### src/rtl/primitive_batch_split_carryover_unit_macros.svh
// Assertion macros shared by the primitive batch split RTL.
// Included by the files that check their own logic; needs a clk and rst in scope.
`ifndef PRIMITIVE_BATCH_SPLIT_CARRYOVER_UNIT_MACROS_SVH
`define PRIMITIVE_BATCH_SPLIT_CARRYOVER_UNIT_MACROS_SVH

`ifndef ASSERT_OFF
// Condition that must hold at every clock edge outside reset.
`define PBSC_ASSERT(label, cond, msg) \
  label: assert property (@(posedge clk) disable iff (rst) (cond)) else $error(msg);
// Antecedent implies a sequence, checked outside reset.
`define PBSC_ASSERT_IMPL(label, ante, cons, msg) \
  label: assert property (@(posedge clk) disable iff (rst) (ante) |-> cons) else $error(msg);
`else
`define PBSC_ASSERT(label, cond, msg)
`define PBSC_ASSERT_IMPL(label, ante, cons, msg)
`endif

`endif

### src/rtl/pbsc_pkg.sv
// Package for the primitive batch split unit: beat types, mode codes and constants.
// Depends on nothing; used by pbsc_calc and the top level.
`timescale 1ns / 1ps
`default_nettype none

package pbsc_pkg;

  // Vertex buffer depth; the fill is saturated to this value.
  localparam logic [6:0] BUFFER_DEPTH = 7'd64;

  localparam logic [3:0] MODE_POINTS      = 4'd0;
  localparam logic [3:0] MODE_LINES       = 4'd1;
  localparam logic [3:0] MODE_LINE_LOOP   = 4'd2;
  localparam logic [3:0] MODE_LINE_STRIP  = 4'd3;
  localparam logic [3:0] MODE_TRIS        = 4'd4;
  localparam logic [3:0] MODE_TRI_STRIP   = 4'd5;
  localparam logic [3:0] MODE_TRI_FAN     = 4'd6;
  localparam logic [3:0] MODE_POLYGON     = 4'd7;
  localparam logic [3:0] MODE_QUADS       = 4'd8;
  localparam logic [3:0] MODE_QUAD_STRIP  = 4'd9;

  // Reciprocal of three scaled by 128, exact for seven-bit counts.
  localparam logic [12:0] RECIP3 = 13'd43;

  typedef struct packed {
    logic [3:0]        prim_mode;
    logic signed [7:0] prim_count_raw;
    logic              prim_ended;
    logic [5:0]        first_vertex;
    logic [6:0]        buffer_vertices;
  } item_t;

  typedef struct packed {
    logic [6:0] kept_count;
    logic [6:0] draw_length;
    logic [1:0] carry_count;
    logic [5:0] carry_src0;
    logic [5:0] carry_src1;
    logic [5:0] carry_src2;
    logic       parity_toggle;
    logic       continues;
  } result_t;

endpackage

`default_nettype wire

### src/rtl/pbsc_calc.sv
// Combinational flush decision for one beat: count correction, trim and carry-over.
// Depends on pbsc_pkg for the beat types and mode codes.
`timescale 1ns / 1ps
`default_nettype none

module pbsc_calc (
  input  pbsc_pkg::item_t   item,
  output pbsc_pkg::result_t result
);

  logic [6:0]        num;
  logic [6:0]        add;
  logic signed [8:0] corr;
  logic [6:0]        cnt;
  logic [12:0]       prod;
  logic [5:0]        quo;
  logic [6:0]        rem7;
  logic [1:0]        rem;
  logic [1:0]        trim;
  logic [1:0]        copy;
  logic              fan_like;
  logic [5:0]        base;

  always_comb begin
    num = (item.buffer_vertices > pbsc_pkg::BUFFER_DEPTH) ? pbsc_pkg::BUFFER_DEPTH
                                                          : item.buffer_vertices;
    add = item.prim_ended ? 7'd0 : num;
    corr = $signed({item.prim_count_raw[7], item.prim_count_raw}) + $signed({2'b00, add});
    if (corr[8]) begin
      cnt = 7'd0;
    end else if (corr[7]) begin
      cnt = 7'd127;
    end else begin
      cnt = corr[6:0];
    end

    // Remainder by three via the scaled reciprocal and one back-multiply.
    prod = 13'(cnt) * pbsc_pkg::RECIP3;
    quo  = prod[12:7];
    rem7 = cnt - 7'({1'b0, quo} * 7'd3);
    rem  = rem7[1:0];

    unique case (item.prim_mode)
      pbsc_pkg::MODE_LINES:      trim = {1'b0, cnt[0]};
      pbsc_pkg::MODE_LINE_LOOP,
      pbsc_pkg::MODE_LINE_STRIP: trim = (cnt < 7'd2) ? cnt[1:0] : 2'd0;
      pbsc_pkg::MODE_TRIS:       trim = rem;
      pbsc_pkg::MODE_TRI_STRIP,
      pbsc_pkg::MODE_TRI_FAN,
      pbsc_pkg::MODE_POLYGON:    trim = (cnt < 7'd3) ? cnt[1:0] : 2'd0;
      pbsc_pkg::MODE_QUADS:      trim = cnt[1:0];
      pbsc_pkg::MODE_QUAD_STRIP: trim = (cnt < 7'd4) ? cnt[1:0] : {1'b0, cnt[0]};
      default:                   trim = 2'd0;
    endcase

    fan_like = 1'b0;
    copy     = 2'd0;
    if (!item.prim_ended) begin
      unique case (item.prim_mode)
        pbsc_pkg::MODE_LINES:      copy = {1'b0, cnt[0]};
        pbsc_pkg::MODE_LINE_LOOP,
        pbsc_pkg::MODE_TRI_FAN,
        pbsc_pkg::MODE_POLYGON: begin
          fan_like = 1'b1;
          copy     = (cnt >= 7'd2) ? 2'd2 : cnt[1:0];
        end
        pbsc_pkg::MODE_LINE_STRIP: copy = (cnt != 7'd0) ? 2'd1 : 2'd0;
        pbsc_pkg::MODE_TRIS:       copy = rem;
        pbsc_pkg::MODE_TRI_STRIP:  copy = (cnt < 7'd2) ? cnt[1:0] : 2'd2;
        pbsc_pkg::MODE_QUADS:      copy = cnt[1:0];
        pbsc_pkg::MODE_QUAD_STRIP: copy = (cnt < 7'd2) ? cnt[1:0] : 2'd2 + {1'b0, cnt[0]};
        default:                   copy = 2'd0;
      endcase
    end

    // Carried vertices are the last ones in the buffer, indices wrap at the depth.
    base = num[5:0] - {4'b0000, copy};

    result.kept_count  = cnt - {5'b00000, trim};
    result.draw_length = ({5'b00000, trim} > num) ? 7'd0 : num - {5'b00000, trim};
    result.carry_count = copy;
    if (fan_like) begin
      // Fan-like primitives keep their first vertex and the latest one.
      result.carry_src0 = (copy >= 2'd1) ? item.first_vertex : 6'd0;
      result.carry_src1 = (copy >= 2'd2) ? num[5:0] - 6'd1 : 6'd0;
      result.carry_src2 = 6'd0;
    end else begin
      result.carry_src0 = (copy >= 2'd1) ? base : 6'd0;
      result.carry_src1 = (copy >= 2'd2) ? base + 6'd1 : 6'd0;
      result.carry_src2 = (copy == 2'd3) ? base + 6'd2 : 6'd0;
    end
    result.parity_toggle = !item.prim_ended && (cnt > 7'd1) && cnt[0];
    result.continues     = !item.prim_ended;
  end

endmodule

`default_nettype wire

### src/rtl/primitive_batch_split_carryover_unit.sv
// Top level of the primitive batch split unit: input and result registers around pbsc_calc.
// Depends on pbsc_pkg, pbsc_calc and the assertion macro header.
`timescale 1ns / 1ps
`default_nettype none
`include "primitive_batch_split_carryover_unit_macros.svh"

// One beat is accepted in every cycle that start is high; busy never rises.
// Each beat gives exactly one result, shown on result with done high for a
// single cycle, once the beat has passed through the input register and then
// through the trim and carry logic into the result register.
// The receiver must take the result in that cycle, as nothing holds it.
// Results leave in the order in which beats were accepted.
module primitive_batch_split_carryover_unit (
  input  logic              clk,
  input  logic              rst,
  input  logic              start,
  output logic              busy,
  input  pbsc_pkg::item_t   item,
  output logic              done,
  output pbsc_pkg::result_t result
);

  logic              in_valid;
  pbsc_pkg::item_t   in_q;
  pbsc_pkg::result_t calc_out;

  assign busy = 1'b0;

  always_ff @(posedge clk) begin
    if (rst) begin
      in_valid <= 1'b0;
      done     <= 1'b0;
    end else begin
      in_valid <= start && !busy;
      done     <= in_valid;
    end
  end

  always_ff @(posedge clk) begin
    if (start && !busy) begin
      in_q <= item;
    end
    if (in_valid) begin
      result <= calc_out;
    end
  end

  pbsc_calc u_calc (
    .item   (in_q),
    .result (calc_out)
  );

  `PBSC_ASSERT_IMPL(a_done_latency, start, ##2 done, "accepted beat did not give a result")
  `PBSC_ASSERT_IMPL(a_ended_no_carry, done && !result.continues,
    (result.carry_count == 2'd0 && result.parity_toggle == 1'b0), "ended primitive carries")
  `PBSC_ASSERT_IMPL(a_free_slot_zero, done && result.carry_count != 2'd3,
    (result.carry_src2 == 6'd0), "unused carry slot not cleared")
  `PBSC_ASSERT_IMPL(a_draw_in_depth, done,
    (result.draw_length <= pbsc_pkg::BUFFER_DEPTH), "draw length beyond buffer depth")

endmodule

`default_nettype wire
### config.mk
export PLATFORM = sky130hd
export DESIGN_NAME = primitive_batch_split_carryover_unit
export DESIGN_NICKNAME = d
export VERILOG_FILES = /design/src/rtl/pbsc_pkg.sv /design/src/rtl/pbsc_calc.sv /design/src/rtl/primitive_batch_split_carryover_unit.sv
export VERILOG_INCLUDE_DIRS = /design/src /design/src/rtl
export SDC_FILE = /design/constraint.sdc
export NUM_CORES = 1
export LEC_CHECK = 0
export ABC_AREA = 1
export BUFFER_PORTS_ARGS = -buffer_cell sky130_fd_sc_hd__buf_2
export CORE_MARGIN = 3
export CORE_UTILIZATION = 45
export CTS_BUF_LIST = sky130_fd_sc_hd__clkbuf_2
export CTS_CLUSTER_SIZE = 20
export DETAILED_ROUTE_END_ITERATION = 10
export HOLD_SLACK_MARGIN = 0.06
export PLACE_DENSITY_LB_ADDON = 0.3
export SETUP_SLACK_MARGIN = 0.02
export SLEW_MARGIN = 10
export SYNTH_ARGS = -nofsm -noshare
export SYNTH_HDL_FRONTEND = slang
export SYNTH_SLANG_ARGS = --single-unit
### constraint.sdc
create_clock -name clk -period 13 [get_ports clk]
set_input_delay 1.95 -clock clk [delete_from_list [all_inputs] [get_ports clk]]
set_output_delay 1.95 -clock clk [all_outputs]
set_load 0.005 [all_outputs]
==> results.py <==
metrics = {
    "global_route": {
        "overflow": 0,
        "grt_use_total": 0.1619,
        "antenna_found_initial": 0,
        "grt_pass1_wl_mm": 14.08,
        "grt_max_degree": 37,
        "grt_pass1_vias": 3012,
    },
    "cts": {
        "cts_tree": "yes",
        "post_cts_resized": 0,
        "cts_made_buffers": 9,
        "clk_path_buf_depth": 2,
        "cts-root-buf": "clkbuf_2",
        "clock_sinks": 64,
        "insertion_delay_ns": 0.51,
        "clk_pin_slew_ns": 0.16,
        "cts-htree-levels": 3,
        "hold_buffers": 0,
        "post_cts_buffers": 0,
    },
    "die": {
        "dieArea_mm2": 0.01088,
        "die_h_um": 104.3,
        "die_w_um": 104.3,
        "io_pins": 67,
        "rows": 35,
        "core_area_mm2": 0.009328,
        "initial_core_util": 0.4663,
    },
    "pwr": {
        "vdd_ir_drop_max_v": 0.00007681,
        "power_density_mw_per_mm2": 142.3,
        "p_leak_nw": 2.414,
    },
    "route": {
        "dr.pass1.iters": 4,
        "ant_nets": 0,
        "wl_per_cell_um": 12.15,
        "drc": 0,
        "drtIter0Drc": 183,
        "via_per_inst": 4.759,
        "wl_mm": 8.456,
        "dr_total_vias": 3312,
    },
    "timing": {
        "skew_ns": 0.03308,
        "setup_viol": 0,
        "setup_slack_ns": 5.377,
        "hold_viol": 0,
        "finalCritPeriodShare": 0.5863,
        "fmax_ghz": 0.1312,
        "fin_tns_setup_ns": 0,
        "rsz0062_at_grt": "false",
        "hold_slack_ns": 0.4309,
        "slew_viol_final": 0,
        "slew-limit-headroom": 0.6133,
        "worstMarginPinSlew_ns": 0.5800,
        "fin_crit_ns": 7.623,
    },
    "setup_path": {
        "arrival_ns": 7.87,
        "end_kind": "flop",
        "critPathKind": "reg -> reg",
        "worstPathMaxFanout": 11,
        "critical-path-max-stage-delay_ns": 0.54,
        "crit_slowest_cell": "fa_1",
        "cp_common_cell": "nand2_1",
        "rrSetupSlack_ns": 5.38,
        "cp.required_ns": 13.25,
        "crit_path_start_kind": "flop",
    },
    "layout": {
        "stdcell_count": 696,
        "n_antenna_cell": 0,
        "syn_to_final_growth_pct": 13.43,
        "nNetsFinal": 640,
        "drive_above_1_share": 0.1728,
    },
    "place": {
        "dpl_worst_slack_ns": 5.445,
        "place_inst": 680,
        "dpl.hpwl_mm": 6.747,
        "numPortBuffers": 65,
        "gp_congestion": 0.9379,
    },
    "synthesis": {
        "synthTopCellsByCount": "100 x nand2_1, 96 x inv_1, 62 x edfxtp_1",
        "avgSynthCellArea_um2": 8.876,
        "synth_top_cell_by_area": "edfxtp_1",
        "synthArstFlopShare": 0,
        "yosysMostFrequentCell": "nand2_1",
        "synth_edf_count": 62,
        "syn-num-nets": 568,
        "netlist_instances": 490,
        "yosys_warnings": 0,
        "synth_area_mm2": 0.004349,
        "synth_seq_cells": 64,
        "synth_flop_cell": "edfxtp_1",
        "synth.distinct_cells": 33,
        "synth_seq_area_share": 0.4373,
        "synthTopCellsByArea": "edfxtp_1 43%, ha_1 11%, nand2_1 8.6%",
        "synth_top_area_frac": 0.4281,
    },
    "outcome": {
        "status": "finished, final reports clean",
    },
    "worst_hold_path": {
        "hold_path.class": "reg -> reg",
    },
    "job": {
        "cap_viol_max_count": 0,
    },
}
==> state kept, by name (all words and copies together) (netlist names) <==
signal    cells
result       36
in_q         26
done          1
in_valid      1
==> cell families (layout without fill, tap and decap cells) <==
| group | count (synthesis) | after routing | share of synthesized area |
|---|---|---|---|
| XOR/XNOR | 20 | 20 | 0.04028 |
| adder cells (fa/ha/maj) | 49 | 49 | 0.1582 |
| AND/OR/NAND/NOR | 203 | 203 | 0.2045 |
| other | 1 | 1 | 0.0008622 |
| flip-flops | 64 | 64 | 0.4373 |
| buffers and inverters | 101 | 178 | 0.09149 |
| AO/OA/AOI/OAI | 52 | 52 | 0.06732 |
==> where the power goes <==
group	internal (mW)	switching, mW
Sequential	0.252	0.00730
Combinational	0.119	0.192
Clock	0.0638	0.0675
Total	0.435	0.267
==> critical path, delay by kind of cell, from the launching register on <==
family                   cells  cell delay, ns
AND/OR/NAND/NOR             21            2.32
flip-flops                   1            0.45
AO/OA/AOI/OAI                4            0.96
adder cells (fa/ha/maj)      9            2.87
XOR/XNOR                     1            0.12
buffers and inverters        7            0.66
==> final timing paths <==
check / depth (start not counted) / start / to
worst max register to register: 42 / in_q[5]$_DFFE_PP_ / result[13]$_DFFE_PP_
worst max-delay path: 42 / in_q[5]$_DFFE_PP_ / result[13]$_DFFE_PP_
worst min register to register: 2 / in_valid$_SDFF_PP0_ / done$_SDFF_PP0_
worst min-delay path: 2 / in_valid$_SDFF_PP0_ / done$_SDFF_PP0_
==> per-stage QoR <==
stage	area (um^2)	utilization	total power, mW
final	4933	0.5289	0.7020
after global routing	4933	0.5289	0.7692
after CTS	4933	0.5289	0.7069
after detailed placement	4806	0.5152	0.5735
after global placement	4806	0.5152	0.5655
after floorplan	4349	-	0.4989
==> cells in the final DEF, fill, tap and decap left out, types with 2 or more instances in the layout <==
cell type	count
xor2_1	13
edfxtp_1	62
o21ai_0	19
o31ai_1	2
nand3_1	17
ha_1	39
bufinv_16	2
a21oi_1	22
clkbuf_2	11
nand2_1	100
clkinv_1	2
nand3_2	6
nand2_2	7
nor3_1	7
nand2_4	3
buf_2	65
fa_1	10
inv_1	96
xnor2_1	7
dfxtp_1	2
nor2_1	56
nand4_1	5
==> cell type report <==
type	count	area, um^2
Multi-Input combinational cell	325	2049
Clock buffer	11	55.05
Tap cell	129	161.4
Fill cell	894	4394
Clock inverter	5	72.57
Inverter	96	360.3
Sequential cell	64	1902
Timing Repair Buffer	66	332.8
==> per-layer routing <==
| metal | share of wire | global-route usage |
|---|---|---|
| met4 | 0.017 | 0.05698 |
| met3 | 0.064 | 0.03662 |
| met5 | 0 | 0 |
| met2 | 0.44 | 0.2440 |
| met1 | 0.48 | 0.2290 |
Power figures use the tool's default switching activity.
